**src/hdl/ecgl_pkg.sv**
```systemverilog
// Package with shared types and constants of the ElGamal cipher engine.
package ecgl_pkg;

    localparam int MOD_BITS = 32;
    localparam int CNT_BITS = $clog2(MOD_BITS + 1);

    typedef logic [MOD_BITS-1:0] word_t;

    typedef enum logic [1:0]
    {
        OP_ENCRYPT = 2'd0,
        OP_DECRYPT = 2'd1,
        OP_PRODUCT = 2'd2,
        OP_UNUSED  = 2'd3
    } opcode_t;

    typedef enum logic [1:0]
    {
        MU_IDLE = 2'd0,
        MU_RUN  = 2'd1,
        MU_DONE = 2'd2
    } mu_state_t;

    typedef enum logic [4:0]
    {
        SQ_IDLE,
        SQ_RED,
        SQ_RED_WAIT,
        SQ_EXP_INIT,
        SQ_EXP_STEP,
        SQ_EXP_MUL,
        SQ_EXP_MUL_WAIT,
        SQ_EXP_SQ,
        SQ_EXP_SQ_WAIT,
        SQ_EXP_NEXT,
        SQ_PLAN,
        SQ_FMUL,
        SQ_FMUL_WAIT,
        SQ_OUT
    } seq_state_t;

    localparam logic [1:0] REG_MODULUS   = 2'd0;
    localparam logic [1:0] REG_GENERATOR = 2'd1;
    localparam logic [1:0] REG_PRIVATE   = 2'd2;

    localparam word_t RST_MODULUS   = word_t'(11);
    localparam word_t RST_GENERATOR = word_t'(2);
    localparam word_t RST_PRIVATE   = word_t'(3);

    // Request to the shared modular multiplier.
    typedef struct packed
    {
        logic  start;
        word_t x;
        word_t y;
    } mul_req_t;

    // Answer of the shared modular multiplier.
    typedef struct packed
    {
        logic  done;
        word_t product;
    } mul_rsp_t;

endpackage

```
**src/hdl/ecgl_modmul.sv**
```systemverilog
// Shared bit-serial modular multiplier (double-and-add, one bit per cycle).
module ecgl_modmul
(
    input  logic              clk,
    input  logic              rst_n,
    input  ecgl_pkg::word_t   modulus,
    input  ecgl_pkg::mul_req_t req,
    output ecgl_pkg::mul_rsp_t rsp
);
    import ecgl_pkg::*;

    mu_state_t            state_reg, state_next;
    logic [CNT_BITS-1:0]  cnt_reg, cnt_next;
    word_t                acc_reg, acc_next;
    word_t                x_reg, x_next;
    word_t                y_reg, y_next;

    logic [MOD_BITS:0] dbl;
    word_t             dbl_r;
    logic [MOD_BITS:0] add;
    word_t             add_r;

    // Operands are below the modulus, so one conditional subtract reduces each step.
    always_comb
    begin
        dbl   = {acc_reg, 1'b0};
        dbl_r = (dbl >= {1'b0, modulus}) ? word_t'(dbl - {1'b0, modulus}) : dbl[MOD_BITS-1:0];
        add   = {1'b0, dbl_r} + {1'b0, x_reg};
        add_r = (add >= {1'b0, modulus}) ? word_t'(add - {1'b0, modulus}) : add[MOD_BITS-1:0];
    end

    always_comb
    begin
        state_next = state_reg;
        unique case (state_reg)
            MU_IDLE: if (req.start) state_next = MU_RUN;
            MU_RUN:  if (cnt_reg == CNT_BITS'(1)) state_next = MU_DONE;
            MU_DONE: state_next = MU_IDLE;
            default: state_next = MU_IDLE;
        endcase
    end

    always_comb
    begin
        cnt_next = cnt_reg;
        acc_next = acc_reg;
        x_next   = x_reg;
        y_next   = y_reg;
        unique case (state_reg)
            MU_IDLE:
            begin
                if (req.start)
                begin
                    cnt_next = CNT_BITS'(MOD_BITS);
                    acc_next = '0;
                    x_next   = req.x;
                    y_next   = req.y;
                end
            end
            MU_RUN:
            begin
                acc_next = y_reg[MOD_BITS-1] ? add_r : dbl_r;
                y_next   = {y_reg[MOD_BITS-2:0], 1'b0};
                cnt_next = cnt_reg - CNT_BITS'(1);
            end
            default: ;
        endcase
    end

    always_ff @(posedge clk or negedge rst_n)
    begin
        if (!rst_n)
        begin
            state_reg <= MU_IDLE;
            cnt_reg   <= '0;
        end
        else
        begin
            state_reg <= state_next;
            cnt_reg   <= cnt_next;
        end
    end

    always_ff @(posedge clk)
    begin
        acc_reg <= acc_next;
        x_reg   <= x_next;
        y_reg   <= y_next;
    end

    assign rsp.done    = (state_reg == MU_DONE);
    assign rsp.product = acc_reg;

endmodule

```
**src/hdl/ecgl_modred.sv**
```systemverilog
// Restoring bit-serial reduction of a word modulo the configured modulus.
module ecgl_modred
(
    input  logic            clk,
    input  logic            rst_n,
    input  ecgl_pkg::word_t modulus,
    input  logic            start,
    input  ecgl_pkg::word_t value,
    output logic            done,
    output ecgl_pkg::word_t remainder
);
    import ecgl_pkg::*;

    mu_state_t           state_reg, state_next;
    logic [CNT_BITS-1:0] cnt_reg, cnt_next;
    word_t               rem_reg, rem_next;
    word_t               val_reg, val_next;
    logic [MOD_BITS:0]   shifted;

    assign shifted = {rem_reg, val_reg[MOD_BITS-1]};

    always_comb
    begin
        state_next = state_reg;
        unique case (state_reg)
            MU_IDLE: if (start) state_next = MU_RUN;
            MU_RUN:  if (cnt_reg == CNT_BITS'(1)) state_next = MU_DONE;
            MU_DONE: state_next = MU_IDLE;
            default: state_next = MU_IDLE;
        endcase
    end

    always_comb
    begin
        cnt_next = cnt_reg;
        rem_next = rem_reg;
        val_next = val_reg;
        unique case (state_reg)
            MU_IDLE:
            begin
                if (start)
                begin
                    cnt_next = CNT_BITS'(MOD_BITS);
                    rem_next = '0;
                    val_next = value;
                end
            end
            MU_RUN:
            begin
                rem_next = (shifted >= {1'b0, modulus})
                         ? word_t'(shifted - {1'b0, modulus}) : shifted[MOD_BITS-1:0];
                val_next = {val_reg[MOD_BITS-2:0], 1'b0};
                cnt_next = cnt_reg - CNT_BITS'(1);
            end
            default: ;
        endcase
    end

    always_ff @(posedge clk or negedge rst_n)
    begin
        if (!rst_n)
        begin
            state_reg <= MU_IDLE;
            cnt_reg   <= '0;
        end
        else
        begin
            state_reg <= state_next;
            cnt_reg   <= cnt_next;
        end
    end

    always_ff @(posedge clk)
    begin
        rem_reg <= rem_next;
        val_reg <= val_next;
    end

    assign done      = (state_reg == MU_DONE);
    assign remainder = rem_reg;

endmodule

```
**src/hdl/elgamal_cipher_engine_top.sv**
```systemverilog
// Top level of the ElGamal cipher engine: configuration port, sequencer and stream ports.
//
// The engine works on one item at a time and drops s_axis_tready while busy. A 32-bit
// modulus is used; every modular product runs on one shared bit-serial multiplier,
// and every exponentiation is square-and-multiply over all 32 exponent bits (32
// squarings plus one product per set exponent bit, so up to 64 products). Operands
// are first reduced mod p by a bit-serial reducer (six reductions per item). Encrypt
// performs three exponentiations (public key, g^k, beta^k) and a final product;
// decrypt two exponentiations and a product; product two products. The result waits
// in an output register until m_axis_tready; the next item is taken only once it has
// left. A zero modulus or an unused opcode gives an all-zero result. The user must
// write configuration only while the engine is idle, as nothing in the engine
// enforces this.
module elgamal_cipher_engine_top
(
    input  logic         clk,
    input  logic         rst_n,
    input  logic         psel,
    input  logic         penable,
    input  logic         pwrite,
    input  logic [3:0]   paddr,
    input  logic [31:0]  pwdata,
    output logic [31:0]  prdata,
    output logic         pready,
    input  logic         s_axis_tvalid,
    output logic         s_axis_tready,
    // opcode[1:0], message, ephemeral_exponent, first_c1, first_c2, second_c1,
    // second_c2 from the lowest bit up, then six zero pad bits
    input  logic [199:0] s_axis_tdata,
    output logic         m_axis_tvalid,
    input  logic         m_axis_tready,
    // result_c1, result_c2, plaintext from the lowest bit up
    output logic [95:0]  m_axis_tdata
);
    import ecgl_pkg::*;

    // Configuration registers.
    word_t modulus_reg, generator_reg, private_reg;
    logic  cfg_wr;

    assign pready = 1'b1;
    assign cfg_wr = psel && penable && pwrite;

    always_ff @(posedge clk or negedge rst_n)
    begin
        if (!rst_n)
        begin
            modulus_reg   <= RST_MODULUS;
            generator_reg <= RST_GENERATOR;
            private_reg   <= RST_PRIVATE;
        end
        else if (cfg_wr)
        begin
            unique case (paddr[3:2])
                REG_MODULUS:   modulus_reg   <= pwdata;
                REG_GENERATOR: generator_reg <= pwdata;
                REG_PRIVATE:   private_reg   <= pwdata;
                default: ;
            endcase
        end
    end

    always_comb
    begin
        unique case (paddr[3:2])
            REG_MODULUS:   prdata = modulus_reg;
            REG_GENERATOR: prdata = generator_reg;
            REG_PRIVATE:   prdata = private_reg;
            default:       prdata = '0;
        endcase
    end

    // Sequencer state and working registers.
    seq_state_t state_reg, state_next;
    opcode_t    op_reg, op_next;
    logic [2:0] step_reg, step_next;     // phase within the current operation
    logic [2:0] ridx_reg, ridx_next;     // operand under reduction
    word_t      opnd_reg [6];            // raw operands, all but slot 1 then reduced in place
    word_t      base_reg, base_next;
    word_t      exp_reg, exp_next;
    word_t      acc_reg, acc_next;
    logic [CNT_BITS-1:0] ecnt_reg, ecnt_next;
    word_t      beta_reg, beta_next;     // reduced generator, later the public key
    word_t      t_reg, t_next;           // reduced generator copy, later g^k
    word_t      r1_reg, r1_next, r2_reg, r2_next, pt_reg, pt_next;
    logic       out_valid_reg, out_valid_next;

    logic       load;
    logic       red_wr;
    word_t      red_val;

    mul_req_t   mreq;
    mul_rsp_t   mrsp;
    logic       red_start, red_done;
    word_t      red_rem;

    ecgl_modmul u_mul
    (
        .clk     (clk),
        .rst_n   (rst_n),
        .modulus (modulus_reg),
        .req     (mreq),
        .rsp     (mrsp)
    );

    ecgl_modred u_red
    (
        .clk       (clk),
        .rst_n     (rst_n),
        .modulus   (modulus_reg),
        .start     (red_start),
        .value     (red_val),
        .done      (red_done),
        .remainder (red_rem)
    );

    assign s_axis_tready = (state_reg == SQ_IDLE) && !out_valid_reg;
    assign load          = s_axis_tvalid && s_axis_tready;
    assign m_axis_tvalid = out_valid_reg;
    assign m_axis_tdata  = {pt_reg, r2_reg, r1_reg};

    // Operand slots: 0 message, 1 k, 2 x1, 3 x2, 4 y1, 5 y2. Slot 1 is an exponent
    // and is never reduced; index 1 of the reduction order stands for the generator.
    always_comb
    begin
        red_val = (ridx_reg == 3'd1) ? generator_reg : opnd_reg[ridx_reg];
    end

    always_ff @(posedge clk)
    begin
        if (load)
        begin
            for (int i = 0; i < 6; i++)
            begin
                opnd_reg[i] <= s_axis_tdata[2 + 32*i +: 32];
            end
        end
        else if (red_wr && ridx_reg != 3'd1)
        begin
            opnd_reg[ridx_reg] <= red_rem;
        end
    end

    // Next state.
    always_comb
    begin
        state_next = state_reg;
        unique case (state_reg)
            SQ_IDLE:
                if (load)
                begin
                    if (modulus_reg == '0 || opcode_t'(s_axis_tdata[1:0]) == OP_UNUSED)
                        state_next = SQ_OUT;
                    else
                        state_next = SQ_RED;
                end
            SQ_RED:          state_next = SQ_RED_WAIT;
            SQ_RED_WAIT:
                if (red_done)
                    state_next = (ridx_reg == 3'd5) ? SQ_PLAN : SQ_RED;
            SQ_PLAN:         state_next = SQ_EXP_INIT;
            SQ_EXP_INIT:     state_next = SQ_EXP_STEP;
            SQ_EXP_STEP:     state_next = exp_reg[0] ? SQ_EXP_MUL : SQ_EXP_SQ;
            SQ_EXP_MUL:      state_next = SQ_EXP_MUL_WAIT;
            SQ_EXP_MUL_WAIT: if (mrsp.done) state_next = SQ_EXP_SQ;
            SQ_EXP_SQ:       state_next = SQ_EXP_SQ_WAIT;
            SQ_EXP_SQ_WAIT:  if (mrsp.done) state_next = SQ_EXP_NEXT;
            SQ_EXP_NEXT:
                state_next = (ecnt_reg == CNT_BITS'(1)) ? SQ_PLAN : SQ_EXP_STEP;
            SQ_FMUL:         state_next = SQ_FMUL_WAIT;
            SQ_FMUL_WAIT:    if (mrsp.done) state_next = SQ_PLAN;
            SQ_OUT:          state_next = SQ_IDLE;
            default:         state_next = SQ_IDLE;
        endcase
        // The plan step jumps straight to a product, the output, or an exponentiation.
        if (state_reg == SQ_PLAN)
        begin
            unique case (op_reg)
                OP_ENCRYPT:
                    state_next = (step_reg == 3'd3) ? SQ_FMUL
                               : (step_reg == 3'd4) ? SQ_OUT : SQ_EXP_INIT;
                OP_DECRYPT:
                    state_next = (step_reg == 3'd2) ? SQ_FMUL
                               : (step_reg == 3'd3) ? SQ_OUT : SQ_EXP_INIT;
                default:
                    state_next = (step_reg == 3'd2) ? SQ_OUT : SQ_FMUL;
            endcase
        end
    end

    // Datapath control.
    always_comb
    begin
        op_next        = op_reg;
        step_next      = step_reg;
        ridx_next      = ridx_reg;
        base_next      = base_reg;
        exp_next       = exp_reg;
        acc_next       = acc_reg;
        ecnt_next      = ecnt_reg;
        beta_next      = beta_reg;
        t_next         = t_reg;
        r1_next        = r1_reg;
        r2_next        = r2_reg;
        pt_next        = pt_reg;
        out_valid_next = out_valid_reg;
        red_start      = 1'b0;
        red_wr         = 1'b0;
        mreq.start     = 1'b0;
        mreq.x         = acc_reg;
        mreq.y         = base_reg;
        if (out_valid_reg && m_axis_tready)
            out_valid_next = 1'b0;
        unique case (state_reg)
            SQ_IDLE:
            begin
                if (load)
                begin
                    op_next   = opcode_t'(s_axis_tdata[1:0]);
                    step_next = '0;
                    ridx_next = '0;
                    r1_next   = '0;
                    r2_next   = '0;
                    pt_next   = '0;
                end
            end
            SQ_RED:
                red_start = 1'b1;
            SQ_RED_WAIT:
            begin
                if (red_done)
                begin
                    red_wr = 1'b1;
                    if (ridx_reg == 3'd1)
                        beta_next = red_rem;      // reduced generator
                    ridx_next = ridx_reg + 3'd1;
                end
            end
            SQ_PLAN:
            begin
                step_next = step_reg + 3'd1;
                // Choose the base and exponent of the next power.
                unique case (op_reg)
                    OP_ENCRYPT:
                    begin
                        unique case (step_reg)
                            3'd0:    begin t_next = beta_reg; base_next = beta_reg;
                                           exp_next = private_reg; end
                            3'd1:    begin beta_next = acc_reg; base_next = t_reg;
                                           exp_next = opnd_reg[1]; end
                            3'd2:    begin t_next = acc_reg; base_next = beta_reg;
                                           exp_next = opnd_reg[1]; end
                            3'd3:    begin r1_next = t_reg; end
                            default: ;
                        endcase
                    end
                    OP_DECRYPT:
                    begin
                        unique case (step_reg)
                            3'd0:    begin base_next = opnd_reg[2]; exp_next = private_reg; end
                            3'd1:    begin base_next = acc_reg;
                                           exp_next = modulus_reg - word_t'(2); end
                            default: ;
                        endcase
                    end
                    default: ;
                endcase
            end
            SQ_EXP_INIT:
            begin
                // One reduced mod p: zero only when p is one.
                acc_next  = (modulus_reg == word_t'(1)) ? '0 : word_t'(1);
                ecnt_next = CNT_BITS'(MOD_BITS);
            end
            SQ_EXP_MUL:
                mreq.start = 1'b1;
            SQ_EXP_MUL_WAIT:
                if (mrsp.done) acc_next = mrsp.product;
            SQ_EXP_SQ:
            begin
                mreq.start = 1'b1;
                mreq.x     = base_reg;
            end
            SQ_EXP_SQ_WAIT:
                if (mrsp.done) base_next = mrsp.product;
            SQ_EXP_NEXT:
            begin
                exp_next  = exp_reg >> 1;
                ecnt_next = ecnt_reg - CNT_BITS'(1);
            end
            SQ_FMUL:
            begin
                mreq.start = 1'b1;
                unique case (op_reg)
                    OP_ENCRYPT: begin mreq.x = opnd_reg[0]; mreq.y = acc_reg; end
                    OP_DECRYPT: begin mreq.x = opnd_reg[3]; mreq.y = acc_reg; end
                    default:
                    begin
                        mreq.x = (step_reg == 3'd1) ? opnd_reg[2] : opnd_reg[3];
                        mreq.y = (step_reg == 3'd1) ? opnd_reg[4] : opnd_reg[5];
                    end
                endcase
            end
            SQ_FMUL_WAIT:
            begin
                if (mrsp.done)
                begin
                    unique case (op_reg)
                        OP_ENCRYPT: r2_next = mrsp.product;
                        OP_DECRYPT: pt_next = mrsp.product;
                        default:
                            if (step_reg == 3'd1) r1_next = mrsp.product;
                            else                  r2_next = mrsp.product;
                    endcase
                end
            end
            SQ_OUT:
                out_valid_next = 1'b1;
            default: ;
        endcase
    end

    always_ff @(posedge clk or negedge rst_n)
    begin
        if (!rst_n)
        begin
            state_reg     <= SQ_IDLE;
            out_valid_reg <= 1'b0;
            op_reg        <= OP_ENCRYPT;
            step_reg      <= '0;
            ridx_reg      <= '0;
            ecnt_reg      <= '0;
        end
        else
        begin
            state_reg     <= state_next;
            out_valid_reg <= out_valid_next;
            op_reg        <= op_next;
            step_reg      <= step_next;
            ridx_reg      <= ridx_next;
            ecnt_reg      <= ecnt_next;
        end
    end

    always_ff @(posedge clk)
    begin
        base_reg <= base_next;
        exp_reg  <= exp_next;
        acc_reg  <= acc_next;
        beta_reg <= beta_next;
        t_reg    <= t_next;
        r1_reg   <= r1_next;
        r2_reg   <= r2_next;
        pt_reg   <= pt_next;
    end

endmodule
```
**config.mk**
```make
export PLATFORM = sky130hd
export DESIGN_NAME = elgamal_cipher_engine_top
export DESIGN_NICKNAME = d
export VERILOG_FILES = /design/src/hdl/ecgl_pkg.sv /design/src/hdl/ecgl_modmul.sv /design/src/hdl/ecgl_modred.sv /design/src/hdl/elgamal_cipher_engine_top.sv
export SDC_FILE = /design/constraint.sdc
export NUM_CORES = 2
export LEC_CHECK = 0
export BUFFER_PORTS_ARGS = -buffer_cell sky130_fd_sc_hd__buf_2
export CORE_ASPECT_RATIO = 2
export CORE_MARGIN = 4
export CORE_UTILIZATION = 50
export CTS_BUF_LIST = sky130_fd_sc_hd__clkbuf_2
export CTS_CLUSTER_SIZE = 14
export DETAILED_ROUTE_END_ITERATION = 8
export HOLD_SLACK_MARGIN = 0.05
export PLACE_DENSITY_LB_ADDON = 0.3
export SYNTH_ARGS = -nofsm -noshare
export SYNTH_HDL_FRONTEND = slang
export SYNTH_SLANG_ARGS = --single-unit
```
**constraint.sdc**
```tcl
create_clock -name clk -period 24.6 [get_ports clk]
set_input_delay 2.46 -clock clk [delete_from_list [all_inputs] [get_ports clk]]
set_output_delay 2.46 -clock clk [all_outputs]
set_load 0.05 [all_outputs]
```
# Word level (Yosys, flattened, before mapping)
# Memories as Yosys holds them, arrays and structs flattened.
# Cells that the tools add are included.
# Widths: inputs -> output; s select.
[totals] out_inout_bits=131 ramBits=192 mem_count=1 elab_cells=248 ff_bits=548
[op_classes] muxes=96 n_lt_le_gt_ge=3 n_reduce_logical=53 n_addsub=10 n_eq_ne=59
[memory_table] name="opnd_reg" words=6 width=32 read_ports=7 rd_clocked_by_memory_dff=0 write_ports=6 line_no="elgamal_cipher_engine_top.sv:78" rtl="word_t opnd_reg [6];"
[op_table] cell="$pmux 32 s2" count=19
[op_table] cell="$mux 32" count=28
[op_table] cell="$pmux 32 s3" count=2
[op_table] cell="$pmux 64 s2" count=1
[op_table] cell="$ge 33x32->1" count=3
[op_table] cell="$sub 32x32->32" count=3
[op_table] cell="$pmux 5 s12" count=1
[op_table] cell="$pmux 6 s2" count=3
[op_table] cell="$add 32x32->33" count=1
[op_table] cell="$eq 32x1->1 const B" count=1
[op_table] cell="$logic_not 32->1" count=1
[op_table] cell="$reduce_or 32->1" count=1
[op_table] cell="$sub 32x2->32 const B" count=1
[op_table] cell="$eq 5x4->1 const B" count=6
[op_table] cell="$mux 5" count=6
[op_table] cell="$mux 4" count=7
[op_table] cell="$ne 2x2->1 const B" count=12
[op_table] cell="$reduce_bool 2->1" count=12
[op_table] cell="$reduce_and 2->1" count=11
[op_table] cell="$eq 5x3->1 const B" count=4
[op_table] cell="$reduce_and 5->1" count=4
[op_table] cell="$eq 6x1->1 const B" count=3
[op_table] cell="$sub 6x1->6 const B" count=3
[op_table] cell="$ne 3x3->1 const B" count=5
[op_table] cell="other kinds (32)" count=83

# Depth between registers and ports, before layout
[logic_depth] depth_word=9 depth_mapped=36 depth_no_buf=32

# Hierarchy
# From an unflattened synthesis, not the netlist that was laid out.
[unflattened] cells_unflattened=4654 hier_area_um2=47025.1
[by_module_without_submodules] module="elgamal_cipher_engine_top" area_each_um2=32167.1 seq_area_each_um2=18260.0 instances=1 cells_per_inst=2962
[by_module_without_submodules] module="ecgl_modmul" area_each_um2=9889.5 seq_area_each_um2=3083.0 instances=1 cells_per_inst=1151
[by_module_without_submodules] module="ecgl_modred" area_each_um2=4968.5 seq_area_each_um2=2122.0 instances=1 cells_per_inst=541

# Worst setup path after synthesis
# No wires, ideal clock.
[synth_path] path_type="in2reg" start="input s_axis_tvalid" end="register r1_reg[0], enable pin" path_stages=4 path_slack_ps=15919 n_path_buf=1 arrival_ps=8087 required_ps=24006 cell_sequence="and3_1 > clkbuf_1 > o21ai_0 > a2111oi_0"
[synth_between] elab_chain_len=3
[synth_rtl] item="from (decl)" line_no="elgamal_cipher_engine_top.sv:25" rtl="input logic s_axis_tvalid,"
[synth_rtl] item="$logic_and 1x1->1" line_no="elgamal_cipher_engine_top.sv:118" rtl="assign load = s_axis_tvalid && s_axis_tready;"
[synth_rtl] item="$ne 2x2->1 (no source line)"
[synth_rtl] item="$reduce_and 7->1 (no source line)"
[synth_rtl] item="to (signal assigned)" line_no="elgamal_cipher_engine_top.sv:352" rtl="r1_reg <= r1_next;"
[synth_rtl] item="to (decl)" line_no="elgamal_cipher_engine_top.sv:85" rtl="word_t r1_reg, r1_next, r2_reg, r2_next, pt_reg, pt_next;"
# Every way passes these cells.
# A chain may end at the register's enable or synchronous reset.

# Worst setup path after layout
[layout_path] start="register modulus_reg[1]" end="register u_mul.acc_reg[22], data pin"
[layout_between] elab_chain_len=7 word_cells_on_any_way=9
[layout_rtl] item="from (decl)" line_no="elgamal_cipher_engine_top.sv:38" rtl="word_t modulus_reg, generator_reg, private_reg;"
[layout_rtl] item="from (signal assigned)" line_no="elgamal_cipher_engine_top.sv:55" rtl="REG_MODULUS: modulus_reg <= pwdata;"
[layout_rtl] item="$sub 32x32->32 or $ge 33x32->1 (tied branches)" line_no="ecgl_modmul.sv:27" rtl="dbl_r = (dbl >= {1'b0, modulus}) ? word_t'(dbl - {1'b0, modulus}) : dbl[MOD_BITS-1:0];"
[layout_rtl] item="$mux 32" line_no="ecgl_modmul.sv:27"
[layout_rtl] item="$add 32x32->33" line_no="ecgl_modmul.sv:28" rtl="add = {1'b0, dbl_r} + {1'b0, x_reg};"
[layout_rtl] item="$sub 32x32->32 or $ge 33x32->1 (tied branches)" line_no="ecgl_modmul.sv:29" rtl="add_r = (add >= {1'b0, modulus}) ? word_t'(add - {1'b0, modulus}) : add[MOD_BITS-1:0];"
[layout_rtl] item="$mux 32" line_no="ecgl_modmul.sv:29"
[layout_rtl] item="$mux 32 (*)" line_no="ecgl_modmul.sv:62" rtl="acc_next = y_reg[MOD_BITS-1] ? add_r : dbl_r;"
[layout_rtl] item="$pmux 32 s2 (*)" line_no="ecgl_modmul.sv:49" rtl="unique case (state_reg)"
[layout_rtl] item="to (signal assigned)" line_no="ecgl_modmul.sv:86" rtl="acc_reg <= acc_next;"
[layout_rtl] item="to (decl)" line_no="ecgl_modmul.sv:14" rtl="word_t acc_reg, acc_next;"
# Mark *: on every way between the ends. The rest lies on a longest branch, timed or not.

==> flow_summary.ini <==
[floorplan]
io_pins = 374
start_util_pct = 50.3
die_y_um = 434
dieArea_um2 = 95800
rows = 156
die_w_um = 221
core_region_area_um2 = 90200

[worst_setup_path]
path_depth = 29
timing.critical_path.mode_cell = ha_1
reg2reg_setup_slack_ns = 14.10
r2r-start = modulus_reg[1]
path_buf_inv = 2
r2r-end = u_mul.acc_reg[22]
worst_ep_arrival_time_ns = 11.73
reg2reg_depth = 29
max_stage_delay_ns = 0.70
start_kind = register
critPathSlowestCell = o21ai_4
criticalPathCategory = register to register
cp.required_ns = 25.83
cp-end-kind = register
crit_fanout = 33
cp_top_family = compound AO/OA/AOI/OAI gates

[clock_network]
clk_latency_ns = 1.45
clkTransAtPathRegs_ns = 0.13
cts_setup_buffers = 0
htree_levels = 4
cts-root-buf = clkbuf_2
cts_tree = built
clock_path_buffers = 3
clkSinkCount = 803
hold_buffers = 0
cts_buffers = 174
cts-resized-gates = 0

[synthesis]
ys_top_cells_by_area = edfxtp_1 45%, dfrtp_1 6.9%, nand2_1 5.7%
ys_async_sr_fraction_pct = 16.3
ys_ff_latch = 803
synthFlopType = edfxtp_1
synth_top_area_share_pct = 44.5
synth.top_cells.by_count = 683 x nand2_1, 672 x edfxtp_1, 438 x o21ai_0, 311 x a21oi_1, 284 x nor2_1
ys_seq_area_share_pct = 51.8
synth_top_cell_by_area = edfxtp_1
ys_types = 91
synth_edf_count = 672
yosysWarnings = 0
synthesis.nets = 4684
synth_cells = 4295
yosysMostFrequentCell = nand2_1
syn_area_per_cell_um2 = 10.6
syn_area_um2 = 45300

[final_layout]
largest_reg_flops = 256
fin_util_pct = 55.6
fillers = 8048
areaGrowthSynthToFinish_pct = 10.5
fin_nets = 5038
ff_latch_area_um2 = 23500
multi_input_area_um2 = 20700
drive_above_1_share_pct = 20.8

[sta]
slew_headroom_pct = 18.8
finalSetupViolations = 0
grt_setup_unrepaired = false
finalClockSkew_ns = 0.130
finalCriticalPeriod_ns = 10.50
fmax_ghz = 0.0952
final-hold-violation-count = 0
tightest_slew_ns = 1.21
drv_slew = 0
finalCritPeriodShare_pct = 42.7
finalSetupTns_ns = 0

[min_path]
worstHoldPathType = register to register
hold-path-endpoint = u_red.cnt_reg[4]
min_path_cells = 1
hp-start = u_red.cnt_reg[4]

[flow_run]
drv_cap = 0

[run_status]
outcome = complete, but fails checks
violations = design-rule violations

[grt]
grt_usage_pct = 31.7
grt_pass1_vias = 37416
grt_pass1_wl_um = 230000
grt-ovfl-total = 0
grt_max_degree = 90
antenna_found_initial = 7

[detailed_routing]
avgRoutedWirePerCell_um = 26.3
vias = 37531
via_per_inst = 6.28
wl_um = 157000
antenna_left = 0
first_iter_violations = 4183
first_pass_iters = 9
drc_errors = 1

[place]
gp_congestion = 0.980
port_buffers = 364
hpwl_um = 117000

[pwr]
leakagePower_uw = 0.0191
ir_worst_vdd_mv = 0.0514
powerDensity_nw_per_um2 = 81.2
## through the flow
stage                     std cells  cell area (um2)  total power [uW]  setup WS [ns]  hold WS (ns)
after floorplan                4295            45300              2740          15.92         0.447
after global placement         5658            48400              3160          14.40         0.465
after detailed placement       5658            48400              3170          14.31         0.475
after CTS                      5970            50100              4060          14.30         0.492
after global routing           5972            50100              4290          14.00         0.520
final                          5975            50100              4070          14.10         0.502
## routing by layer
| metal | track usage, % | up-vias | share of wire [%] |
|---|---|---|---|
| met5 | 0 | - | 0.017 |
| met3 | 6.76 | 473 | 10 |
| met2 | 53.3 | 2280 | 48 |
| met1 | 38.1 | 18096 | 36 |
| li1 | - | 16678 | - |
| met4 | 17.8 | 4 | 6.1 |
## cells by family after synthesis
kind of cell               share of synthesized area, %
AOI/OAI and AO/OA                                  16.3
xor gates and xnor gates                           2.51
adders and majority gates                          4.10
buffers and inverters                              3.20
DFF                                                51.8
muxes                                              9.44
other                                           0.00827
and+or+nand+nor                                    12.7
## area by class of cell
class | instances | share of cell area [%]
Timing Repair Buffer | 432 | 4.67
Tap cell | 1185 | 2.96
Clock buffer | 242 | 2.42
Sequential cell | 803 | 46.8
Antenna cell | 5 | 0.0250
Inverter | 118 | 0.884
Clock inverter | 70 | 0.954
Multi-Input combinational cell | 3120 | 41.2
## worst register-to-register path: cells and delay by family (launching register included)
kind                       cells  cell delay (ns)
buffers and inverters          2             0.54
muxes                          1             0.45
adders and majority gates      3             1.14
DFF                            1             0.62
AOI/OAI and AO/OA             16             5.67
and+or+nand+nor                6             1.74
xor gates and xnor gates       1             0.21
## worst max-delay path by stage
stage	end	start	slack (ns)
final	u_mul.acc_reg[22]	modulus_reg[1]	14.10
after detailed placement	u_mul.acc_reg[22]	modulus_reg[1]	14.31
after global placement	u_mul.acc_reg[22]	modulus_reg[1]	14.40
after CTS	u_mul.acc_reg[27]	modulus_reg[1]	14.30
after global routing	u_mul.acc_reg[22]	modulus_reg[1]	14.00
after floorplan	r1_reg[0]	s_axis_tvalid	15.92
## placed cells by master (no fill, tap or decap), types with 39 or more instances in the layout
cell / synthesis / final
nand2_1: 683 / 679
a21oi_1: 311 / 310
nor2_1: 284 / 272
inv_1: 117 / 117
mux2i_1: 118 / 118
o21ai_0: 438 / 437
edfxtp_1: 672 / 672
buf_4: 3 / 68
clkbuf_2: 0 / 242
ha_1: 142 / 141
nand3_1: 74 / 72
buf_2: 4 / 363
a21o_1: 92 / 92
mux2_2: 141 / 141
dfrtp_1: 125 / 121
nor3_1: 45 / 39
xnor2_1: 103 / 103
a311oi_1: 42 / 42
and2_1: 74 / 74
mux4_2: 64 / 64
## where the power goes
| group | internal (uW) | switching [uW] |
|---|---|---|
| Sequential | 1500 | 40.9 |
| Combinational | 634 | 999 |
| Clock | 342 | 549 |
| Total | 2480 | 1590 |
Power figures use the tool's default switching activity.
